===== src/hdl/mlfq_pkg.sv =====
// Shared types, constants and codes of the three-level feedback-queue scheduler.
package mlfq_pkg;

  // Table size and derived widths.
  localparam int NUM_CELLS = 16;
  localparam int IDX_W     = (NUM_CELLS > 1) ? $clog2(NUM_CELLS) : 1;
  localparam int CNT_W     = $clog2(NUM_CELLS + 1);

  // Fixed field widths.
  localparam int TIME_W  = 24;
  localparam int ARR_W   = 16;
  localparam int BURST_W = 16;
  localparam int QNT_W   = 16;
  localparam int LVL_W   = 2;
  localparam int CMD_W   = 2;
  localparam int KIND_W  = 2;
  localparam int PID_W   = 5;
  localparam int CFG_IDX_W  = 1;
  localparam int CFG_DATA_W = QNT_W;

  // Input commands.
  localparam logic [CMD_W-1:0] CMD_LOAD  = 2'd0;
  localparam logic [CMD_W-1:0] CMD_STEP  = 2'd1;
  localparam logic [CMD_W-1:0] CMD_CLEAR = 2'd2;

  // Slice record kinds.
  localparam logic [KIND_W-1:0] KIND_IDLE = 2'd0;
  localparam logic [KIND_W-1:0] KIND_RAN  = 2'd1;
  localparam logic [KIND_W-1:0] KIND_DONE = 2'd2;

  // Queue levels.
  localparam logic [LVL_W-1:0] LVL_ONE = 2'd1;
  localparam logic [LVL_W-1:0] LVL_TWO = 2'd2;
  localparam logic [LVL_W-1:0] LVL_TOP = 2'd3;

  // Configuration register indexes.
  localparam logic [CFG_IDX_W-1:0] CFG_QUANTUM_ONE = 1'b0;
  localparam logic [CFG_IDX_W-1:0] CFG_QUANTUM_TWO = 1'b1;

  // Quantum reset values.
  localparam logic [QNT_W-1:0] QUANTUM_ONE_RST = 16'd4;
  localparam logic [QNT_W-1:0] QUANTUM_TWO_RST = 16'd8;

  // Operation broadcast to the cells.
  typedef enum logic [1:0] {
    OP_NONE,
    OP_LOAD,
    OP_UPD,
    OP_CLEAR
  } cell_op_t;

  // Best candidate handed from cell to cell, with the whole entry it names.
  typedef struct packed {
    logic               found;
    logic [IDX_W-1:0]   idx;
    logic [LVL_W-1:0]   level;
    logic [ARR_W-1:0]   arrival;
    logic [BURST_W-1:0] burst;
    logic [BURST_W-1:0] remaining;
    logic               started;
    logic [TIME_W-1:0]  response;
  } cand_t;

  localparam cand_t CAND_NONE = '0;

  // Write command broadcast to the cells.
  typedef struct packed {
    cell_op_t           op;
    logic [IDX_W-1:0]   tgt;
    logic [ARR_W-1:0]   arrival;
    logic [BURST_W-1:0] burst;
    logic [BURST_W-1:0] remaining;
    logic [LVL_W-1:0]   level;
    logic [TIME_W-1:0]  response;
  } cell_cmd_t;

endpackage


===== src/hdl/mlfq_if.sv =====
// Valid/ready channel interfaces for command items and slice record items.
interface mlfq_in_if;
  import mlfq_pkg::*;

  logic               valid;
  logic               ready;
  logic [CMD_W-1:0]   cmd;
  logic [ARR_W-1:0]   arrival_time;
  logic [BURST_W-1:0] burst_time;

  modport source (output valid, output cmd, output arrival_time, output burst_time,
                  input ready);
  modport sink   (input valid, input cmd, input arrival_time, input burst_time,
                  output ready);
endinterface

interface mlfq_out_if;
  import mlfq_pkg::*;

  logic              valid;
  logic              ready;
  logic [KIND_W-1:0] slice_kind;
  logic [PID_W-1:0]  process_id;
  logic [TIME_W-1:0] start_tick;
  logic [TIME_W-1:0] end_tick;
  logic [LVL_W-1:0]  queue_level;
  logic              finished;
  logic [TIME_W-1:0] turnaround;
  logic [TIME_W-1:0] waiting;
  logic [TIME_W-1:0] response;

  modport source (output valid, output slice_kind, output process_id, output start_tick,
                  output end_tick, output queue_level, output finished,
                  output turnaround, output waiting, output response, input ready);
  modport sink   (input valid, input slice_kind, input process_id, input start_tick,
                  input end_tick, input queue_level, input finished,
                  input turnaround, input waiting, input response, output ready);
endinterface


===== src/hdl/mlfq_cell.sv =====
// One process table entry that also stage-registers the running best candidate.
module mlfq_cell (
  input  logic                          clk,
  input  logic                          rst_n,
  input  logic [mlfq_pkg::IDX_W-1:0]    cell_idx,
  input  logic [mlfq_pkg::CNT_W-1:0]    loaded_count,
  input  logic [mlfq_pkg::TIME_W-1:0]   now,
  input  mlfq_pkg::cell_cmd_t           cmd,
  input  mlfq_pkg::cand_t               cand_in,
  output mlfq_pkg::cand_t               cand_out
);
  import mlfq_pkg::*;

  logic [ARR_W-1:0]   arrival_r;
  logic [BURST_W-1:0] burst_r;
  logic [BURST_W-1:0] remaining_r;
  logic [LVL_W-1:0]   level_r;
  logic [TIME_W-1:0]  response_r;
  logic               started_r;
  cand_t              cand_r;
  cand_t              cand_nxt;
  logic               hit;
  logic               eligible;
  logic               take;

  // This entry wins over the incoming candidate only at a strictly lower level,
  // so on equal levels the lower table index keeps the slot.
  always_comb begin
    hit      = (cmd.tgt == cell_idx);
    eligible = (CNT_W'(cell_idx) < loaded_count) && (remaining_r != '0) &&
               (TIME_W'(arrival_r) <= now);
    take     = eligible && (!cand_in.found || (level_r < cand_in.level));
    cand_nxt = cand_in;
    if (take) begin
      cand_nxt.found     = 1'b1;
      cand_nxt.idx       = cell_idx;
      cand_nxt.level     = level_r;
      cand_nxt.arrival   = arrival_r;
      cand_nxt.burst     = burst_r;
      cand_nxt.remaining = remaining_r;
      cand_nxt.started   = started_r;
      cand_nxt.response  = response_r;
    end
  end

  // First-dispatch flag.
  always_ff @(posedge clk) begin
    if (!rst_n) begin
      started_r <= 1'b0;
    end else begin
      unique case (cmd.op)
        OP_LOAD:  if (hit) started_r <= 1'b0;
        OP_UPD:   if (hit) started_r <= 1'b1;
        OP_CLEAR: started_r <= 1'b0;
        default:  ;
      endcase
    end
  end

  // Entry payload and the candidate stage.
  always_ff @(posedge clk) begin
    cand_r <= cand_nxt;
    if (hit && (cmd.op == OP_LOAD)) begin
      arrival_r   <= cmd.arrival;
      burst_r     <= cmd.burst;
      remaining_r <= cmd.burst;
      level_r     <= LVL_ONE;
      response_r  <= '0;
    end else if (hit && (cmd.op == OP_UPD)) begin
      remaining_r <= cmd.remaining;
      level_r     <= cmd.level;
      response_r  <= cmd.response;
    end
  end

  assign cand_out = cand_r;

endmodule


===== src/hdl/mlfq_cpu_scheduler_top.sv =====
// Top level of the three-level feedback-queue scheduler: control, timing and the cell row.
//
// Processes live in a row of NUM_CELLS cells, one table entry per cell. A step
// command sends the best ready candidate down the row, one cell per clock. A step
// runs in order through the accept, the pass along the cell row, a stage that sizes
// the slice and one that writes the entry back and loads the output register. A step
// with every process complete goes from the accept straight to the write-back.
// Load and clear items give no result. A new item is accepted only once the
// previous one is done, and a step waits in its last cycle while the previous slice
// record still sits unread in the output register. The quantum registers take a
// write in any cycle the block is idle.
module mlfq_cpu_scheduler_top (
  input  logic                              clk,
  input  logic                              rst_n,
  mlfq_in_if.sink                           in_chan,
  mlfq_out_if.source                        out_chan,
  input  logic                              cfg_we,
  input  logic [mlfq_pkg::CFG_IDX_W-1:0]    cfg_index,
  input  logic [mlfq_pkg::CFG_DATA_W-1:0]   cfg_data
);
  import mlfq_pkg::*;

  typedef enum logic [1:0] {
    S_IDLE,
    S_SCAN,
    S_SLICE,
    S_UPD
  } state_t;

  state_t             state_r;
  logic [IDX_W-1:0]   scan_cnt_r;
  logic [CNT_W-1:0]   loaded_cnt_r;
  logic [CNT_W-1:0]   fin_cnt_r;
  logic [TIME_W-1:0]  time_r;
  logic               done_r;
  logic [QNT_W-1:0]   quantum_one_r;
  logic [QNT_W-1:0]   quantum_two_r;

  // Slice stage results.
  logic [TIME_W-1:0]  new_time_r;
  logic [BURST_W-1:0] rem_new_r;
  logic [TIME_W-1:0]  resp_r;
  logic [ARR_W:0]     apb_r;

  // Output register.
  logic               out_valid_r;
  logic [KIND_W-1:0]  out_kind_r;
  logic [PID_W-1:0]   out_pid_r;
  logic [TIME_W-1:0]  out_start_r;
  logic [TIME_W-1:0]  out_end_r;
  logic [LVL_W-1:0]   out_level_r;
  logic               out_fin_r;
  logic [TIME_W-1:0]  out_tat_r;
  logic [TIME_W-1:0]  out_wait_r;
  logic [TIME_W-1:0]  out_resp_r;

  cand_t              chain [NUM_CELLS];
  cand_t              win;
  cell_cmd_t          cell_cmd;
  logic               in_acc;
  logic               out_free;
  logic               load_ok;
  logic               leave_upd;
  logic [BURST_W-1:0] slice;
  logic [BURST_W-1:0] advance;
  logic [TIME_W:0]    sum;
  logic [TIME_W-1:0]  new_time_c;
  logic               fin;
  logic [TIME_W-1:0]  tat;
  logic [TIME_W-1:0]  wait_c;
  logic [LVL_W-1:0]   level_nxt;

  assign in_chan.ready = (state_r == S_IDLE);
  assign win           = chain[NUM_CELLS-1];

  // Row of table cells; cell 0 starts from an empty candidate.
  for (genvar k = 0; k < NUM_CELLS; k++) begin : g_cell
    mlfq_cell u_cell (
      .clk          (clk),
      .rst_n        (rst_n),
      .cell_idx     (IDX_W'(k)),
      .loaded_count (loaded_cnt_r),
      .now          (time_r),
      .cmd          (cell_cmd),
      .cand_in      ((k == 0) ? CAND_NONE : chain[(k == 0) ? 0 : k - 1]),
      .cand_out     (chain[k])
    );
  end

  // Handshake qualifiers.
  always_comb begin
    in_acc    = in_chan.valid && in_chan.ready;
    out_free  = !out_valid_r || out_chan.ready;
    load_ok   = (loaded_cnt_r < CNT_W'(NUM_CELLS)) && (in_chan.burst_time != '0);
    leave_upd = (state_r == S_UPD) && out_free;
  end

  // Slice length and the new time, saturating at the top of the time range.
  always_comb begin
    slice = win.remaining;
    if ((win.level == LVL_ONE) && (win.remaining > quantum_one_r)) begin
      slice = quantum_one_r;
    end else if ((win.level == LVL_TWO) && (win.remaining > quantum_two_r)) begin
      slice = quantum_two_r;
    end
    advance    = win.found ? slice : BURST_W'(1);
    sum        = {1'b0, time_r} + (TIME_W + 1)'(advance);
    new_time_c = sum[TIME_W] ? '1 : sum[TIME_W-1:0];
  end

  // Completion statistics and the demotion of an unfinished process.
  always_comb begin
    fin       = (rem_new_r == '0);
    tat       = new_time_r - TIME_W'(win.arrival);
    wait_c    = (new_time_r >= TIME_W'(apb_r)) ? (new_time_r - TIME_W'(apb_r)) : '0;
    level_nxt = win.level;
    if (!fin && (win.level < LVL_TOP)) begin
      level_nxt = win.level + LVL_W'(1);
    end
  end

  // Write command to the cells: loads and clears from idle, write-back at the end of a step.
  always_comb begin
    cell_cmd           = '0;
    cell_cmd.op        = OP_NONE;
    cell_cmd.arrival   = in_chan.arrival_time;
    cell_cmd.burst     = in_chan.burst_time;
    cell_cmd.remaining = rem_new_r;
    cell_cmd.level     = level_nxt;
    cell_cmd.response  = resp_r;
    cell_cmd.tgt       = loaded_cnt_r[IDX_W-1:0];
    if (in_acc && (in_chan.cmd == CMD_LOAD) && load_ok) begin
      cell_cmd.op = OP_LOAD;
    end else if (in_acc && (in_chan.cmd == CMD_CLEAR)) begin
      cell_cmd.op = OP_CLEAR;
    end else if (leave_upd && !done_r && win.found) begin
      cell_cmd.op  = OP_UPD;
      cell_cmd.tgt = win.idx;
    end
  end

  // Quantum registers.
  always_ff @(posedge clk) begin
    if (!rst_n) begin
      quantum_one_r <= QUANTUM_ONE_RST;
      quantum_two_r <= QUANTUM_TWO_RST;
    end else if (cfg_we) begin
      unique case (cfg_index)
        CFG_QUANTUM_ONE: quantum_one_r <= cfg_data;
        CFG_QUANTUM_TWO: quantum_two_r <= cfg_data;
        default:         ;
      endcase
    end
  end

  // Slice stage registers.
  always_ff @(posedge clk) begin
    if (state_r == S_SLICE) begin
      new_time_r <= new_time_c;
      rem_new_r  <= win.remaining - slice;
      resp_r     <= win.started ? win.response : (time_r - TIME_W'(win.arrival));
      apb_r      <= {1'b0, win.arrival} + (ARR_W + 1)'(win.burst);
    end
  end

  // Sequencer, time keeping and the output register.
  always_ff @(posedge clk) begin
    if (!rst_n) begin
      state_r      <= S_IDLE;
      scan_cnt_r   <= '0;
      loaded_cnt_r <= '0;
      fin_cnt_r    <= '0;
      time_r       <= '0;
      done_r       <= 1'b0;
      out_valid_r  <= 1'b0;
    end else begin
      // The record leaves when taken, unless a new one replaces it in the same cycle.
      if (out_valid_r && out_chan.ready && !leave_upd) begin
        out_valid_r <= 1'b0;
      end
      unique case (state_r)
        S_IDLE: begin
          if (in_acc) begin
            unique case (in_chan.cmd)
              CMD_LOAD: begin
                if (load_ok) loaded_cnt_r <= loaded_cnt_r + CNT_W'(1);
              end
              CMD_CLEAR: begin
                loaded_cnt_r <= '0;
                fin_cnt_r    <= '0;
                time_r       <= '0;
              end
              CMD_STEP: begin
                done_r     <= (fin_cnt_r >= loaded_cnt_r);
                scan_cnt_r <= '0;
                state_r    <= (fin_cnt_r >= loaded_cnt_r) ? S_UPD : S_SCAN;
              end
              default: ;
            endcase
          end
        end
        S_SCAN: begin
          scan_cnt_r <= scan_cnt_r + IDX_W'(1);
          if (scan_cnt_r == IDX_W'(NUM_CELLS - 1)) begin
            state_r <= S_SLICE;
          end
        end
        S_SLICE: begin
          state_r <= S_UPD;
        end
        S_UPD: begin
          if (out_free) begin
            out_valid_r <= 1'b1;
            out_start_r <= time_r;
            out_pid_r   <= '0;
            out_level_r <= '0;
            out_fin_r   <= 1'b0;
            out_tat_r   <= '0;
            out_wait_r  <= '0;
            out_resp_r  <= '0;
            if (done_r) begin
              out_kind_r <= KIND_DONE;
              out_end_r  <= time_r;
            end else begin
              time_r    <= new_time_r;
              out_end_r <= new_time_r;
              if (win.found) begin
                out_kind_r  <= KIND_RAN;
                out_pid_r   <= PID_W'(win.idx) + PID_W'(1);
                out_level_r <= win.level;
                out_fin_r   <= fin;
                if (fin) begin
                  out_tat_r  <= tat;
                  out_wait_r <= wait_c;
                  out_resp_r <= resp_r;
                  fin_cnt_r  <= fin_cnt_r + CNT_W'(1);
                end
              end else begin
                out_kind_r <= KIND_IDLE;
              end
            end
            state_r <= S_IDLE;
          end
        end
        default: state_r <= S_IDLE;
      endcase
    end
  end

  assign out_chan.valid       = out_valid_r;
  assign out_chan.slice_kind  = out_kind_r;
  assign out_chan.process_id  = out_pid_r;
  assign out_chan.start_tick  = out_start_r;
  assign out_chan.end_tick    = out_end_r;
  assign out_chan.queue_level = out_level_r;
  assign out_chan.finished    = out_fin_r;
  assign out_chan.turnaround  = out_tat_r;
  assign out_chan.waiting     = out_wait_r;
  assign out_chan.response    = out_resp_r;

  // More processes can never be finished than are loaded.
  a_fin_le_loaded: assert property (@(posedge clk) disable iff (!rst_n)
    fin_cnt_r <= loaded_cnt_r)
    else $error("finished count exceeds loaded count");

  // Time only moves forward unless a clear item is taken.
  a_time_monotonic: assert property (@(posedge clk) disable iff (!rst_n)
    !(in_acc && (in_chan.cmd == CMD_CLEAR)) |=> time_r >= $past(time_r))
    else $error("current time went backwards");

  // A slice record appears only as a step finishes its write-back.
  a_out_from_upd: assert property (@(posedge clk) disable iff (!rst_n)
    $rose(out_valid_r) |-> $past(state_r) == S_UPD)
    else $error("slice record without a finished step");

  // Leaving the write-back stage always presents a record.
  a_upd_emits: assert property (@(posedge clk) disable iff (!rst_n)
    leave_upd |=> out_valid_r && (state_r == S_IDLE))
    else $error("step ended without a slice record");

endmodule


===== src/flat_wrapper.sv =====
// flat-port wrapper written by rule: the top's interface ports become plain ports
module mlfq_cpu_scheduler_top_flat import mlfq_pkg::*;
  (clk, rst_n, cfg_we, cfg_index, cfg_data, in_chan_valid, in_chan_cmd, in_chan_arrival_time, in_chan_burst_time, in_chan_ready, out_chan_valid, out_chan_slice_kind, out_chan_process_id, out_chan_start_tick, out_chan_end_tick, out_chan_queue_level, out_chan_finished, out_chan_turnaround, out_chan_waiting, out_chan_response, out_chan_ready);
  mlfq_in_if in_chan_i ();
  mlfq_out_if out_chan_i ();
  input  logic clk;
  input  logic rst_n;
  input  logic cfg_we;
  input  logic [mlfq_pkg::CFG_IDX_W-1:0] cfg_index;
  input  logic [mlfq_pkg::CFG_DATA_W-1:0] cfg_data;
  input wire logic [$bits(in_chan_i.valid)-1:0] in_chan_valid;
  input wire logic [$bits(in_chan_i.cmd)-1:0] in_chan_cmd;
  input wire logic [$bits(in_chan_i.arrival_time)-1:0] in_chan_arrival_time;
  input wire logic [$bits(in_chan_i.burst_time)-1:0] in_chan_burst_time;
  output wire logic [$bits(in_chan_i.ready)-1:0] in_chan_ready;
  output wire logic [$bits(out_chan_i.valid)-1:0] out_chan_valid;
  output wire logic [$bits(out_chan_i.slice_kind)-1:0] out_chan_slice_kind;
  output wire logic [$bits(out_chan_i.process_id)-1:0] out_chan_process_id;
  output wire logic [$bits(out_chan_i.start_tick)-1:0] out_chan_start_tick;
  output wire logic [$bits(out_chan_i.end_tick)-1:0] out_chan_end_tick;
  output wire logic [$bits(out_chan_i.queue_level)-1:0] out_chan_queue_level;
  output wire logic [$bits(out_chan_i.finished)-1:0] out_chan_finished;
  output wire logic [$bits(out_chan_i.turnaround)-1:0] out_chan_turnaround;
  output wire logic [$bits(out_chan_i.waiting)-1:0] out_chan_waiting;
  output wire logic [$bits(out_chan_i.response)-1:0] out_chan_response;
  input wire logic [$bits(out_chan_i.ready)-1:0] out_chan_ready;
  assign in_chan_i.valid = in_chan_valid;
  assign in_chan_i.cmd = in_chan_cmd;
  assign in_chan_i.arrival_time = in_chan_arrival_time;
  assign in_chan_i.burst_time = in_chan_burst_time;
  assign in_chan_ready = in_chan_i.ready;
  assign out_chan_valid = out_chan_i.valid;
  assign out_chan_slice_kind = out_chan_i.slice_kind;
  assign out_chan_process_id = out_chan_i.process_id;
  assign out_chan_start_tick = out_chan_i.start_tick;
  assign out_chan_end_tick = out_chan_i.end_tick;
  assign out_chan_queue_level = out_chan_i.queue_level;
  assign out_chan_finished = out_chan_i.finished;
  assign out_chan_turnaround = out_chan_i.turnaround;
  assign out_chan_waiting = out_chan_i.waiting;
  assign out_chan_response = out_chan_i.response;
  assign out_chan_i.ready = out_chan_ready;
  mlfq_cpu_scheduler_top u_core (.clk(clk), .rst_n(rst_n), .in_chan(in_chan_i), .out_chan(out_chan_i), .cfg_we(cfg_we), .cfg_index(cfg_index), .cfg_data(cfg_data));
endmodule

===== config.mk =====
export PLATFORM = sky130hd
export DESIGN_NAME = mlfq_cpu_scheduler_top_flat
export DESIGN_NICKNAME = d
export VERILOG_FILES = /design/src/hdl/mlfq_pkg.sv /design/src/hdl/mlfq_if.sv /design/src/hdl/mlfq_cell.sv /design/src/hdl/mlfq_cpu_scheduler_top.sv /design/src/flat_wrapper.sv
export SDC_FILE = /design/constraint.sdc
export NUM_CORES = 2
export LEC_CHECK = 0
export BUFFER_PORTS_ARGS = -buffer_cell sky130_fd_sc_hd__clkbuf_2
export CAP_MARGIN = 40
export CELL_PAD_IN_SITES_DETAIL_PLACEMENT = 2
export CELL_PAD_IN_SITES_GLOBAL_PLACEMENT = 2
export CORE_AREA = 5 5 513 465
export CTS_BUF_LIST = sky130_fd_sc_hd__clkbuf_8
export DETAILED_ROUTE_END_ITERATION = 8
export DIE_AREA = 0 0 518 470
export PLACE_DENSITY = 0.83
export SLEW_MARGIN = 20
export SYNTH_ARGS = -nofsm -noshare
export SYNTH_HDL_FRONTEND = slang
export SYNTH_SLANG_ARGS = --single-unit

===== constraint.sdc =====
create_clock -name clk -period 7.35 [get_ports clk]
set_input_delay 1.47 -clock clk [delete_from_list [all_inputs] [get_ports clk]]
set_output_delay 1.47 -clock clk [all_outputs]
set_load 0.05 [all_outputs]

==> out/results.ini <==
[power_and_ir_drop]
switching_power_uw=10600
vdd_drop_max_mv=0.170
pwr-share-clk_pct=42.6
seq_power_share_pct=47.8
p_int_uw=24200
p_leak_uw=0.0476
comb_power_share_pct=9.6
power_density_mw_per_mm2=288
swShare_pct=30.4

[clock_network]
cts_tree=done
postCtsSetupBuffers=0
cts_resized=0
clk_latency_ns=1.22
cts_sinks=2750
cts_root_buf=clkbuf_8
htreeDepth=5
clk_pin_slew_worst_paths_ns=0.08
clk_path_buf_depth=4
hold_buffers=0
numCtsBuffers=452

[global_route]
grt_start_max_net_pins=70
grt_pass1_vias=84800
antenna_found_initial=24
grt_pass1_wl_um=626000
grt_usage_pct=34.4
grt_overflow_total=0

[synth]
ys_ff_latch=2750
synth_area_leader_cell=dfxtp_1
syn_area_sq_mm=0.106
synthDistinctLibCells=90
synth_simple_gate_area_share_pct=8.00
synth_nets=8936
synth_top_family_by_area=multiplexers
yosysWarnings=0
synth_compound_area_share_pct=7.62
synth.mux.area_fraction_pct=14.6
synth_top_area_share_pct=33.4
syn-instance-count=8459
synth-main-ff-cell=dfxtp_1
synthXorXnorAreaFrac_pct=0.766
synthAdderAreaFrac_pct=5.00
ys_seq_area_share_pct=61.0
syn_avg_cell_area_sq_um=12.6
async_flop_share_pct=0
synth_edf_count=979
synth.area.top_cells=dfxtp_1, edfxtp_1, mux2_2

[detailed_routing]
dr_total_vias=83035
drt_iter0_markers=9574
avgViaCountPerCell=6.74
dr.pass1.iters=8
routedWlPerCell_um=42.4
antenna_left=0
routed_wl_um=523000
post-route-drc-count=0

[die]
core-area_sq_mm=0.232
rows=168
die_y_um=470
start_util_pct=45.8
dieArea_sq_mm=0.243
io_pins=188
die_x_um=518

[finish]
fin_nets=9352
syn_to_final_growth_pct=13.4
seqCellArea_sq_mm=0.0649
final_util_pct=51.9
final_common_cell=dfxtp_1
layout_common_cells=dfxtp_1, mux2_2, edfxtp_1, nand2_1, clkbuf_8
multi_input_area_sq_mm=0.0386
drive_above_1_share_pct=26.5
fill_cells=21801
stdcell_count=12324

[outcome]
outcome=complete, no violations

[placed_design]
dpl.hpwl_um=252000
place_inst=11449
routabilityCongestion=0.882
io_buffers=187

[setup_path]
r2r_end=u_core.rem_new_r[15]
r2r_slack_ns=0.53
worst-path-max-fanout=43
rr_startpoint=u_core.quantum_one_r[9]
cp-start-kind=flop
worst-endpoint-arrival_ns=7.64
endpoint_kind=flop
required_ns=8.17
r2r_cells=17
worstSetupPathType=reg -> reg

[timing]
slew_viol_final=0
skew_ns=0.156
rsz0062_at_grt=false
relSlewSlack_pct=29.1
setup_viol=0
hold_viol_final=0
fin_setup_tns_ns=0
min_period_ns=6.82
max_freq_mhz=147
finalCritPeriodShare_pct=92.8
whs_ns=0.417
tightest_slew_ns=1.06

[min_path]
worstHoldPathCells=1
whs_endpoint=u_core.g_cell[6].u_cell.cand_out[12]
min_from=u_core.g_cell[5].u_cell.cand_out[12]
min_path_type=reg -> reg

[run]
cap_viol_max_count=0

-- cell type report --
cell class | instances | area share (%)
Tap cell | 3060 | 3.18
Timing Repair Buffer | 436 | 2.86
Sequential cell | 2750 | 53.8
Antenna cell | 25 | 0.0519
Clock buffer | 531 | 6.06
Inverter | 256 | 0.797
Clock inverter | 287 | 1.22
Multi-Input combinational cell | 4979 | 32.0
-- power by group through the flow --
stage,clock network (uW),logic (uW),registers [uW]
2_1_floorplan,0,1570,16700
3_3_place_gp,0,2190,17100
3_5_place_dp,0,2620,17000
4_1_cts,14000,2810,16700
5_1_grt,15300,3350,16600
6_report,14800,3330,16600
-- layer usage --
layer	vias up	routed length, um	GRT usage, %
met1	42484	184000	41.1
met4	24	47200	16.9
met3	2623	46100	6.01
met5	-	164	0
li1	31221	-	-
met2	6683	246000	59.8
-- per-stage QoR --
| stage | setup WS (ns) | instance area (sq um) | total power [uW] |
|---|---|---|---|
| after floorplan | 0.963 | 106000 | 18300 |
| after global placement | 0.978 | 111000 | 19300 |
| after detailed placement | 1.77 | 111000 | 19600 |
| after CTS | 1.37 | 120000 | 33500 |
| after global routing | 0.604 | 120000 | 35200 |
| final | 0.529 | 121000 | 34800 |
-- critical path: stages (launching register included) --
cell       delay (ns)
dfxtp_1          0.48
inv_1            0.12
ha_1             0.34
nand4_1          0.25
a2111oi_0        0.67
a211o_1          0.20
o211ai_1         0.25
buf_4            0.37
o211ai_1         0.16
o21ai_0          0.21
ha_1             0.45
o21ai_0          0.71
a21oi_1          0.32
o21ai_0          0.28
o21ai_0          0.31
o41ai_1          0.85
o21ai_0          0.27
xor2_1           0.22
-- worst max-delay path by stage --
stage                                          startpoint                                  endpoint  slack [ns]
finish                            u_core.quantum_one_r[9]                      u_core.rem_new_r[15]        0.53
global route                     u_core.quantum_one_r[11]                      u_core.rem_new_r[15]        0.60
CTS                 u_core.g_cell[15].u_cell.cand_out[26]                      u_core.rem_new_r[15]        1.37
detailed placement                  in_chan_burst_time[6]  u_core.g_cell[10].u_cell.remaining_r[14]        1.77
global placement                    in_chan_burst_time[2]      u_core.g_cell[5].u_cell.arrival_r[4]        0.98
floorplan                                           rst_n                         u_core.time_r[15]        0.96
-- sequential cells by signal, summed over array words and instances, names as in the netlist, 5 cells and up --
signal / flops
u_core.out_chan.waiting: 24
u_core.out_chan.response: 24
u_core.out_chan.turnaround: 24
u_core.g_cell.u_cell.level_r: 32
u_core.g_cell.u_cell.burst_r: 256
u_core.g_cell.u_cell.response_r: 384
u_core.quantum_one_r: 16
u_core.fin_cnt_r: 5
u_core.new_time_r: 24
u_core.g_cell.u_cell.cand_out: 1265
u_core.loaded_cnt_r: 5
u_core.apb_r: 17
u_core.g_cell.u_cell.arrival_r: 256
u_core.time_r: 24
u_core.g_cell.u_cell.started_r: 16
u_core.resp_r: 24
u_core.rem_new_r: 16
u_core.out_chan.process_id: 5
u_core.out_chan.start_tick: 24
u_core.out_chan.end_tick: 24
u_core.quantum_two_r: 16
u_core.g_cell.u_cell.remaining_r: 256
-- synthesized netlist by cell type (12+ instances only) --
cell type  instances
a211o_1           16
a211oi_1          28
a21boi_0          48
a21o_1           100
a21oi_1          521
a31oi_1           22
a32o_1            24
a41oi_1           12
and2_1            38
and3_1            45
buf_1             19
buf_2            183
buf_4             17
buf_6             21
clkbuf_1         233
dfxtp_1         1771
edfxtp_1         979
ha_1             415
inv_1            254
mux2_1            21
mux2_2          1265
mux2_4            50
mux2i_1           28
nand2_1          978
nand2b_1          34
nand3_1           70
nand4_1           76
nor2_1           255
nor2b_1           64
nor3_1            39
nor3b_1           62
nor4_1            83
o211a_1           15
o211ai_1          30
o21a_1            41
o21ai_0          154
o21bai_1          19
o221ai_1          79
o31ai_1           80
or2_2             21
or3_1             18
xnor2_1           53
xor2_1            40
-- cells by family after synthesis --
kind of cell	after synthesis
adder cells (fa/ha/maj)	421
AND/OR/NAND/NOR	1837
buffers and inverters	730
flip-flops	2750
XOR/XNOR	93
multiplexers	1364
AO/OA/AOI/OAI	1264
Power figures use the tool's default switching activity.
